**src/rtl/lstmp_pkg.sv**
```systemverilog
// ----------------------------------------------------------------------------
// LSTM pointwise package
// Shared widths and the cell store write port type.
// ----------------------------------------------------------------------------
package lstmp_pkg;

    localparam int DATA_W = 16;
    localparam int HID_W  = 14;
    localparam int SLOT_W = 8;
    localparam int PROD_W = 2 * DATA_W;

    typedef logic signed [DATA_W-1:0] t_data;
    typedef logic signed [PROD_W-1:0] t_prod;

    typedef struct packed {
        logic              en;
        logic [SLOT_W-1:0] addr;
        t_data             data;
    } t_wr;

endpackage

```
**src/rtl/lstmp_act.sv**
```systemverilog
// ----------------------------------------------------------------------------
// LSTM pointwise activation
// Piecewise-linear sigmoid, or tanh formed as 2*sigmoid(2x) - 1.
// ----------------------------------------------------------------------------
module lstmp_act #(
    parameter int FRAC_BITS = 12,
    parameter bit IS_TANH   = 1'b0
) (
    input  lstmp_pkg::t_data i_x,
    output lstmp_pkg::t_data o_y
);
    import lstmp_pkg::*;

    localparam int ONE = 1 << FRAC_BITS;
    localparam int T5  = 5 * ONE;
    localparam int T2  = 19 << (FRAC_BITS - 3);
    localparam int K1  = 27 << (FRAC_BITS - 5);
    localparam int K2  = 5 << (FRAC_BITS - 3);
    localparam int HLF = ONE >> 1;

    logic signed [17:0] x;
    logic signed [17:0] a;
    logic signed [17:0] y;
    logic signed [17:0] s;
    logic signed [17:0] t;

    always_comb begin
        if (IS_TANH) begin
            x = {i_x[DATA_W-1], i_x, 1'b0};
        end else begin
            x = {{2{i_x[DATA_W-1]}}, i_x};
        end
        a = x[17] ? -x : x;
        if (a >= 18'(T5)) begin
            y = 18'(ONE);
        end else if (a >= 18'(T2)) begin
            y = (a >>> 5) + 18'(K1);
        end else if (a >= 18'(ONE)) begin
            y = (a >>> 3) + 18'(K2);
        end else begin
            y = (a >>> 2) + 18'(HLF);
        end
        s = x[17] ? (18'(ONE) - y) : y;
        t = IS_TANH ? ((s <<< 1) - 18'(ONE)) : s;
    end

    assign o_y = t[DATA_W-1:0];

endmodule

```
**config.mk**
```make
export PLATFORM = sky130hd
export DESIGN_NAME = lstmp_act
export DESIGN_NICKNAME = d
export VERILOG_FILES = /design/src/rtl/lstmp_pkg.sv /design/src/rtl/lstmp_act.sv
export SDC_FILE = /design/constraint.sdc
export NUM_CORES = 1
export LEC_CHECK = 0
export BUFFER_PORTS_ARGS = -buffer_cell sky130_fd_sc_hd__buf_2
export CORE_MARGIN = 8
export CORE_UTILIZATION = 50
export DETAILED_ROUTE_END_ITERATION = 10
export MAX_ROUTING_LAYER = met4
export PLACE_DENSITY = 0.84
export SETUP_SLACK_MARGIN = 0.05
export SLEW_MARGIN = 30
export SYNTH_ARGS = -nofsm -noshare
export SYNTH_HDL_FRONTEND = slang
export SYNTH_SLANG_ARGS = --single-unit
export TNS_END_PERCENT = 5
```
**constraint.sdc**
```tcl
create_clock -name vclk -period 8.7
set_input_delay 1.74 -clock vclk [all_inputs]
set_output_delay 1.74 -clock vclk [all_outputs]
set_load 0.005 [all_outputs]
```
; Word-level counts from Yosys, hierarchy flattened
; Index checks and enable logic that the tools add are counted.
[op_classes]
n_addsub = 5
magnitude_cmp = 3
muxes = 5
[op_table]
columns = operator, n
row1 = 2-to-1 mux 16 bit, 4
row2 = ">= comparator 18 x 14 -> 1 bit, second input constant", 1
row3 = ">= comparator 18 x 15 -> 1 bit, second input constant", 1
row4 = ">= comparator 18 x 16 -> 1 bit, second input constant", 1
row5 = 2-to-1 mux 18 bit, 1
row6 = negator 16 -> 18 bit, 1
row7 = "adder 15 x 13 -> 16 bit, second input constant", 1
row8 = "adder 16 x 13 -> 16 bit, second input constant", 1
row9 = "subtractor 14 x 16 -> 16 bit, first input constant", 1
row10 = "adder 13 x 13 -> 14 bit, second input constant", 1
[word_totals]
register_bits = 0
inputBits = 16
output_inout_bits = 16
elab_cells = 13

; Longest topological paths before layout
[logic_depth]
depth_word = 8
depth_mapped = 20

; Least setup slack after synthesis
; No wires, ideal clock.
[synth_timing]
path_kind = in2out
from = input i_x[0]
to = output o_y[10]
arrival_time_ns = 5.469
required_time_ns = 6.960
slack_ns = 1.491
stages = 19
path_cell_list = inv_1 -> ha_1 -> or4b_1 -> buf_6 -> o41ai_2 -> xor2_2 -> ha_1 -> o2111a_1 -> and3_1 -> o2111ai_1 -> a2bb2oi_1 -> nor2_1 -> buf_2 -> a21oi_1 -> nand2b_1 -> ha_1 -> o211ai_1 -> o41ai_1 -> xnor2_1
[synth_via]
elab_chain_cells = 8
word_cells_on_any_way = 13
[synth_rtl]
columns = element, line
row1 = start: declaration, lstmp_act.sv:9  ; input lstmp_pkg::t_data i_x,
row2 = negator 16 -> 18 bit, lstmp_act.sv:33  ; a = x[17] ? -x : x;
row3 = 2-to-1 mux 18 bit *, lstmp_act.sv:33
row4 = "adder 16 x 13 -> 16 bit, or another cell as far along", lstmp_act.sv:41  ; y = (a >>> 2) + 18'(HLF);
row5 = 2-to-1 mux 16 bit, lstmp_act.sv:38  ; end else if (a >= 18'(ONE)) begin
row6 = 2-to-1 mux 16 bit, lstmp_act.sv:36  ; end else if (a >= 18'(T2)) begin
row7 = 2-to-1 mux 16 bit *, lstmp_act.sv:34  ; if (a >= 18'(T5)) begin
row8 = subtractor 14 x 16 -> 16 bit, lstmp_act.sv:43  ; s = x[17] ? (18'(ONE) - y) : y;
row9 = 2-to-1 mux 16 bit *, lstmp_act.sv:43
row10 = end: declaration, lstmp_act.sv:10  ; output lstmp_pkg::t_data o_y
; Every way passes the cells marked *; elsewhere a longest branch is shown, timed or not.

; Worst setup path after layout
; Ends and elaborated chain as after synthesis.

==> impl_metrics.json <==
{
  "endpoint_kind": "output port",
  "grt_overflow": 0,
  "place.gp.congestion": 0.958,
  "finalWirelength_um": 3930,
  "startpoint_type": "input pin",
  "drc": 0,
  "crit_top_cell": "ha_1",
  "synth.area.top_cells": "xnor2_1, nand2_1, nor2_1",
  "die_area_um2": 4810,
  "layout-drive-gt1-share_pct": 24.7,
  "synth_cell_types": 59,
  "ys.warnings.count": 0,
  "min_period_over_period_pct": 93.3,
  "netSwitchingPower_w": 0.0000870,
  "switching_share_pct": 59.0,
  "postCtsSetupBuffers": 0,
  "crit_chain": "buf_2 -> inv_1 -> ha_1 -> or4b_1 -> o41ai_2 -> xor2_2 -> ha_1 -> o2111a_1 -> and3_1 -> o2111ai_1 -> a2bb2oi_1 -> nor2_1 -> nor2_1 -> a21oi_1 -> nand2b_1 -> ha_1 -> o211ai_1 -> o41ai_1 -> xnor2_1 -> buf_2",
  "rsz0062_at_grt": "false",
  "finalSetupViolCount": 0,
  "nClkBuffers": 0,
  "cp.required_ps": 6960,
  "drtIter0Drc": 128,
  "synth_top_area_cell": "xnor2_1",
  "ios": 32,
  "drt-wirelength-per-cell_um": 15.5,
  "pwr-share-seq_pct": 0,
  "design_area_um2": 1560,
  "grt_pass1_wl_um": 6550,
  "slew_headroom_pct": 51.7,
  "dr.pass1.iters": 5,
  "placed_cell_area_um2": 1560,
  "finalMaxSlewViolations": 0,
  "diodes": 0,
  "netlist.area_leader.share_pct": 6.77,
  "syn_nets": 222,
  "setup-tns-final_ps": 0,
  "synth_area_per_cell_um2": 7.04,
  "areaGrowthSynthToFinish_pct": 9.76,
  "dp_hpwl_um": 3040,
  "postRouteAntennaNets": 0,
  "crit_type": "input pin to output port",
  "hold_violations": 0,
  "critPathMaxStageDelay_ps": 650,
  "powerDensity_nw_per_um2": 94.4,
  "viasPerCell": 6.38,
  "layout_commonest_cell": "buf_2",
  "grt_max_degree": 37,
  "leakage_nw": 0.609,
  "critical-path-top-delay-family": "compound AO/OA/AOI/OAI gates",
  "core_um2": 2730,
  "cts.repair.resized": 0,
  "slowest_stage": "or4b_1",
  "syn_area_um2": 1420,
  "chipHeight_um": 69.3,
  "seq_cell_count": 0,
  "peakVddDrop_uv": 62.5,
  "period_minus_slack_ps": 8110,
  "grt_antenna_before_repair": 0,
  "netlist_instances": 202,
  "track_usage_pct": 15.0,
  "final_core_util_pct": 57.1,
  "ff_latch_area_um2": 0,
  "io_buffers": 32,
  "die_w_um": 69.3,
  "run_status": "finished clean",
  "hold_class": "input pin to output port",
  "worst_ep_arrival_time_ps": 6370,
  "initial_core_util_pct": 52.0,
  "power_frac_clock_pct": 0,
  "synth-seq-area-share_pct": 0,
  "p_int_w": 0.0000604,
  "pwr-share-comb_pct": 100.0,
  "fmax_mhz": 123,
  "ctsHoldBuffers": 0,
  "grt_pass1_vias": 1419,
  "critPathBufInv": 3,
  "cap_violations": 0,
  "tightest_slew_ps": 720,
  "vias": 1621,
  "finalNetCount": 245,
  "crit_path_max_fanout": 12,
  "mostFrequentLayoutCells": "buf_2, nand2_1, nor2_1",
  "rows": 19
}
-- power by group through the flow --
| stage | Sequential (W) | Clock [W] | Combinational (W) |
|---|---|---|---|
| after floorplan | 0 | 0 | 0.000104 |
| after global routing | 0 | 0 | 0.000163 |
| after global placement | 0 | 0 | 0.000145 |
| after CTS | 0 | 0 | 0.000147 |
| after detailed placement | 0 | 0 | 0.000147 |
| final | 0 | 0 | 0.000147 |
-- Yosys cell counts, drive strengths merged, types with 5 or more instances --
cell type and number:
nor3 6, nor2 19, o21ai 16, xor2 11, nand2 26, clkbuf 6
o41ai 6, buf 7, o31ai 10, or3 6, inv 5, a21oi 12
xnor2 12
-- final cells by class --
cell class / count / area [µm²]
multi-input cells: 184 / 1330
fillers: 271 / 1170
well taps: 31 / 38.8
repair buffers: 34 / 175
inverters: 5 / 18.8
-- logic make-up after synthesis --
logic type / after synthesis / share of synthesized area (%)
compound gates: 73 / 40.7
buf+inv: 18 / 6.60
fa+ha+maj: 4 / 3.52
simple gates: 81 / 30.3
xor+xnor: 23 / 16.3
mux: 3 / 2.55
-- metal layers --
layer / up-vias / routed length, µm / global-route usage (%)
li1: 823 / - / -
met1: 708 / 1860 / 20.7
met2: 88 / 1740 / 23.4
met3: 2 / 323 / 2.00
met4: 0 / 5 / 0.911
met5: - / 0 / -
-- final timing paths --
path | startpoint | to | depth (start not counted)
hold / removal | i_x[15] | o_y[11] | 3
setup / recovery | i_x[0] | o_y[10] | 20
-- metrics by stage --
stage	hold slack, ps	power, W	cells	setup slack (ps)
after floorplan	3870	0.000104	202	1490
after CTS	4100	0.000147	254	615
final	4110	0.000147	254	586
after global routing	4180	0.000163	254	224
after detailed placement	4100	0.000147	254	621
after global placement	4100	0.000145	254	798
Note: power is estimated with default switching activity, not from simulation.
