### src/rtl/lstmp_pkg.sv
// ----------------------------------------------------------------------------
// LSTM pointwise package
// Shared widths and the cell store write port type.
// ----------------------------------------------------------------------------
package lstmp_pkg;

    localparam int DATA_W = 16;
    localparam int HID_W  = 14;
    localparam int SLOT_W = 8;
    localparam int PROD_W = 2 * DATA_W;

    typedef logic signed [DATA_W-1:0] t_data;
    typedef logic signed [PROD_W-1:0] t_prod;

    typedef struct packed {
        logic              en;
        logic [SLOT_W-1:0] addr;
        t_data             data;
    } t_wr;

endpackage

### src/rtl/lstmp_store.sv
// ----------------------------------------------------------------------------
// LSTM pointwise cell store
// Cell memory with per-entry valid bits and write-to-read forwarding.
// ----------------------------------------------------------------------------
module lstmp_store #(
    parameter int SLOTS = 256
) (
    input  logic             i_clk,
    input  logic             i_rst_n,
    input  logic             i_en,
    input  logic [7:0]       i_rd_addr,
    input  lstmp_pkg::t_wr   i_wr,
    output lstmp_pkg::t_data o_rd_data
);
    import lstmp_pkg::*;

    localparam int AW = (SLOTS > 1) ? $clog2(SLOTS) : 1;

    t_data          mem [SLOTS];
    logic [SLOTS-1:0] r_vb;
    t_data          r_q;
    logic           r_q_vb;
    logic           r_hit;
    t_data          r_hit_val;

    always_ff @(posedge i_clk) begin
        if (i_wr.en) begin
            mem[AW'(i_wr.addr)] <= i_wr.data;
        end
        if (i_en) begin
            r_q       <= mem[AW'(i_rd_addr)];
            r_hit_val <= i_wr.data;
        end
    end

    always_ff @(posedge i_clk) begin
        if (!i_rst_n) begin
            r_vb   <= '0;
            r_q_vb <= 1'b0;
            r_hit  <= 1'b0;
        end else begin
            if (i_wr.en) begin
                r_vb[AW'(i_wr.addr)] <= 1'b1;
            end
            if (i_en) begin
                r_q_vb <= r_vb[AW'(i_rd_addr)];
                r_hit  <= i_wr.en && (i_wr.addr == i_rd_addr);
            end
        end
    end

    assign o_rd_data = r_hit ? r_hit_val : (r_q_vb ? r_q : '0);

endmodule

### config.mk
export PLATFORM = sky130hd
export DESIGN_NAME = lstmp_store
export DESIGN_NICKNAME = d
export VERILOG_FILES = /design/src/rtl/lstmp_pkg.sv /design/src/rtl/lstmp_store.sv
export SDC_FILE = /design/constraint.sdc
export NUM_CORES = 2
export LEC_CHECK = 0
export BUFFER_PORTS_ARGS = -buffer_cell sky130_fd_sc_hd__buf_2
export CORE_MARGIN = 5
export CORE_UTILIZATION = 56
export CTS_BUF_LIST = sky130_fd_sc_hd__clkbuf_4 sky130_fd_sc_hd__clkbuf_8
export CTS_CLUSTER_SIZE = 16
export DETAILED_ROUTE_END_ITERATION = 10
export PLACE_DENSITY_LB_ADDON = 0.25
export RECOVER_POWER = 25
export SLEW_MARGIN = 40
export SYNTH_ARGS = -nofsm -noshare
export SYNTH_HDL_FRONTEND = slang
export SYNTH_SLANG_ARGS = --single-unit
### constraint.sdc
create_clock -name i_clk -period 3.8 [get_ports i_clk]
set_input_delay 0.19 -clock i_clk [delete_from_list [all_inputs] [get_ports i_clk]]
set_output_delay 0.19 -clock i_clk [all_outputs]
set_load 0.02 [all_outputs]
# [Word level (Yosys, flattened, before mapping)]
# Memories as Yosys holds them, arrays and structs flattened. A register that Yosys moved wholly into a read port is not among the register bits.
# Index checks and enable logic that the tools add are counted.
[word_totals] regBits=274 ram_bits=4096 out_inout_bits=16 word_cells=20 memories=1
[classes] magnitude_cmp=3 eq_ne=1 mux=8 bitwise=1 reduce_logical=2
[mem_list] memory="mem" depth=256 word_bits=16 read_ports=1 rd_ports_with_merged_regs=1 wr=1 line_no="lstmp_store.sv:19" text="t_data mem [SLOTS];"
[ops] operator="bitwise OR 256 bit" count=1
[ops] operator="two-way mux 16 bit" count=2
[ops] operator="< comparator 8 x 9 -> 1 bit (second input constant)" count=2
[ops] operator="binary-select mux 1 bit (select 8 bit)" count=1
[ops] operator="demux 1 bit (select 8 bit)" count=1
[ops] operator="== test 8 bit" count=1
[ops] operator="greater-or-equal comparator 8 x 1 -> 1 bit (second input constant)" count=1
[ops] operator="two-way mux 1 bit" count=4
[ops] operator="logical AND 1 bit" count=2

# [Depth between registers and ports, before layout]
[depth] word_depth=5 depth_mapped=11 mapped_depth_nobuf=6

# [Worst setup path after synthesis]
# No wires, ideal clock.
[synth_timing] path_kind="input port to flip-flop" startpoint="input i_wr[22] (netlist bit)" endpoint="memory mem[207][0] (netlist bit), enable pin" setup_ns=0.390 t_arrival_ns=2.214 setup_slack_ns=1.196 cell_stages=6 cell_sequence="clkbuf_1 -> nand2_1 -> or4b_2 -> clkbuf_1 -> clkbuf_1 -> nor2_1"
[synth_rtl] item="from (decl)" line_no="lstmp_store.sv:12" text="input lstmp_pkg::t_wr i_wr,"
[synth_rtl] item="to (decl)" line_no="lstmp_store.sv:19"
# Straight into the memory's write port.

# [Worst setup path in the final report]
[layout_timing] startpoint="input i_wr[6] (netlist bit)" endpoint="memory mem[42][6] (netlist bit) (data pin)"
# Straight into the memory's write port.

==> key figures <==
Detailed routing
  – DRC errors left: 0
  – DRT Pass-1 Iters: 6
  – Vias: roughly 86000
  – Vias/cell: 6.585
  – Initial DRC count: 11920
  – Final ANT Viol Nets: 0
  – DR WL/cell: between 30 and 40 microns
  – WL final: 442700 microns

Critical path
  – Worst Setup End Kind: register
  – Crit path kind: input port to register
  – Critical Path Fanout Max: 80
  – WP data required: 4.66 ns
  – Worst setup SP type: input port
  – Arrival time worst endpoint: 4.44 ns

Die
  – Die area: 307000 sq um
  – DIE WIDTH: 554.1 microns
  – Vert. Die Dim: 554.1 microns
  – Initial Utilization: 0.5633
  – Core Box Area: 294300 sq um
  – Boundary pin count: 52
  – Num rows: 199

Power and ir drop
  – Design Power: 97140 uW
  – Static leakage power: between 0.06 and 0.07 uW
  – Peak VDD IR: about 0.35 mV
  – PD cells: 511.8 nW/um^2

Run
  – Max-cap violations: 22

Timing
  – Layout Skew: between 0.07 and 0.08 ns
  – Worst-Margin Slew: 3.688 ns
  – Setup TNS: 0 ns
  – Min Tclk post-route: approximately 3.6 ns
  – Unrepaired setup endpoints after global routing: false
  – Final Max Tran Viols: 1269
  – Achievable clock frequency: approximately 0.28 GHz
  – Final Hold Viols: 0
  – WHS: 0.07526 ns
  – Period utilisation layout: 0.9423
  – Final setup viols: 0
  – Slew margin rel.: -1.458

Clock network
  – PostCTS Resize Cnt: 0
  – Clock root buffer: clkbuf_8
  – Clock Tree Buf Depth: 4
  – Clock buffer count from CTS: just under 700
  – H-tree levels: 6
  – CTS clock-pin slew for the worst setup and hold paths: 0.06 ns
  – Worst-skew pair later-pin latency: about 1.2 ns
  – Clk sinks: ~4400
  – CTS tree: yes

GRT
  – Vias in the first global route: 86160
  – First-pass GRT wire length: 631600 microns
  – Initial antenna violation count: 41
  – Gr usage total: 0.2870
  – Largest net degree at the start of global routing: 126
  – GRT overflow: 0

Logic synthesis
  – Sequential share of the synthesized area: 0.7789
  – Post-synthesis mux area share: 0.1485
  – Syn_nets: 7573
  – Synth Area in Adders: 0
  – Syn avg cell area: 22.00 sq um
  – Post-synthesis compound-gate area fraction: 0.04643
  – Post-synthesis simple-gate area fraction: 0.01207
  – EDFF count, synth: 4128
  – Netlist cell types: 44
  – Synth async-reset ratio: 0
  – Mapped Cells: 7537
  – Post-Synthesis Cell Area: 165800 sq um
  – Synthesis-stage register bit count: between 4000 and 5000
  – Largest family of logic cells by synthesized area: multiplexers
  – Ys Warns: 0
  – Commonest register cell after synthesis: edfxtp_1
  – Post-synthesis xor/xnor area fraction: 0.0004226

Run status
  – Status: finished, violations left
  – Violated checks: capacitance limit, slew limit

Min path
  – Hold crit path type: input port to register

Finish
  – Final core occ: 0.6450
  – Layout area overhead: 14.50%
  – Fillers: 19210
  – Cell Count, Final, Fillers Out: 13080
  – Share of cells above drive strength 1: 0.3306
  – Layout Nets: between 8000 and 9000

Place
  – Port Buffers: 51
  – Cells after DPL: 11760
  – DPL Wire Length: 268800 microns
  – Final GP Congestion: 0.8587
## power by group
group	total [uW]	switching [uW]	internal, uW
sequential	53000	52.1	53000
clock	39100	18400	20700
combinational	4990	3210	1790
## synthesized netlist by cell type (all sizes together) (2+ instances only)
cell type | count | area [sq um]
o221ai | 6 | 52.55
o22ai | 35 | 219.0
nand2b | 6 | 37.54
buf | 196 | 1195
nor2b | 15 | 93.84
o21a | 256 | 1922
nand3 | 25 | 125.1
a211oi | 3 | 22.52
edfxtp | 4128 | 124000
nand2 | 31 | 116.4
xnor2 | 5 | 43.79
a21oi | 260 | 1301
mux4 | 1083 | 24390
dfxtp | 258 | 5165
inv | 4 | 15.01
mux2i | 23 | 230.2
a22o | 17 | 148.9
a21boi | 3 | 22.52
nand4 | 11 | 68.82
nand4b | 2 | 17.52
nor2 | 263 | 987.2
a22oi | 522 | 3919
clkbuf | 282 | 1059
xor2 | 3 | 26.28
nor3 | 2 | 10.01
nor4 | 65 | 406.6
o311ai | 2 | 17.52
o21ai | 4 | 20.02
or2 | 18 | 112.6
## registers in the layout, summed over array words and instances, names as in the netlist
name,count
r_hit_val,16
r_q_vb,1
mem,4096
r_vb,256
r_hit,1
r_q,16
## worst max-delay path, stage by stage
cell and delay, ns:
dlygate4sd3_1 0.57, clkbuf_1 2.33, clkbuf_4 1.19
## kinds of logic (layout without fill, tap and decap cells)
family | count (synthesis) | after routing
flip-flops | 4386 | 4386
AO/OA/AOI/OAI | 1114 | 1114
multiplexers | 1106 | 1106
buffers and inverters | 482 | 2071
AND/OR/NAND/NOR | 441 | 441
XOR/XNOR | 8 | 8
other | 0 | 30
## layout by cell type (no fill, tap or decap), drive strengths merged, types with 2 or more instances in the layout
| master | synthesis | final |
|---|---|---|
| nand2b | 6 | 6 |
| dlygate4sd3 | 0 | 47 |
| mux2i | 23 | 23 |
| nand3 | 25 | 25 |
| a22o | 17 | 17 |
| xor2 | 3 | 3 |
| a22oi | 522 | 522 |
| a211oi | 3 | 3 |
| buf | 196 | 758 |
| o21a | 256 | 256 |
| nor3 | 2 | 2 |
| nand4 | 11 | 11 |
| o221ai | 6 | 6 |
| clkinvlp | 0 | 11 |
| a21oi | 260 | 260 |
| nand2 | 31 | 31 |
| nor2 | 263 | 263 |
| o311ai | 2 | 2 |
| edfxtp | 4128 | 4128 |
| nor2b | 15 | 15 |
| mux4 | 1083 | 1083 |
| inv | 4 | 36 |
| dlymetal6s4s | 0 | 2 |
| xnor2 | 5 | 5 |
| nand4b | 2 | 2 |
| diode | 0 | 30 |
| or2 | 18 | 18 |
| a21boi | 3 | 3 |
| dfxtp | 258 | 258 |
| nor4 | 65 | 65 |
| o21ai | 4 | 4 |
| clkbuf | 282 | 998 |
| clkinv | 0 | 210 |
| o22ai | 35 | 35 |
| bufinv | 0 | 9 |
## routing by layer
metal  global-route usage  routed length [microns]
met1               0.4072                   162000
met2               0.4376                   205900
met3              0.06875                    53820
met4               0.1171                    20810
met5                    0                      127
## final cells by class
cell class	instances	area, sq um	share of cell area
timing repair buffer	842	7510	0.03956
inverter	4	15.01	0.00007910
clock buffer	963	11730	0.06178
multi-input combinational	2669	34650	0.1825
sequential	4386	129100	0.6802
tap	3919	4903	0.02583
antenna	30	75.07	0.0003955
clock inverter	262	1818	0.009577
## final timing paths
| path | start | to | cells after the start | slack [ns] |
|---|---|---|---|---|
| setup / recovery | i_wr[6] | mem[42][6]$_DFFE_PP_ | 3 | 0.22 |
| hold / removal | i_rst_n | r_vb[8]$_SDFFE_PN0P_ | 4 | 0.08 |
| setup reg to reg | mem[155][14]$_DFFE_PP_ | r_q[14]$_DFFE_PP_ | 6 | 0.36 |
| hold reg to reg | r_vb[174]$_SDFFE_PN0P_ | r_vb[174]$_SDFFE_PN0P_ | 1 | 0.46 |
## metrics by stage
stage          setup WS (ns)  cell area (sq um)
6_report              0.2194             189800
5_1_grt               0.2247             189800
4_1_cts               0.2930             189900
3_5_place_dp         -0.2308             175800
3_3_place_gp         -0.4820             175500
2_1_floorplan          1.196             165800
## repair_timing
action / 4_1_cts / 5_1_grt
hold buffers: 48 / 5
buffers inserted: 0 / 0
endpoints found under the hold margin: 4677 / 101
No activity file was read; power rests on OpenSTA's default activity.
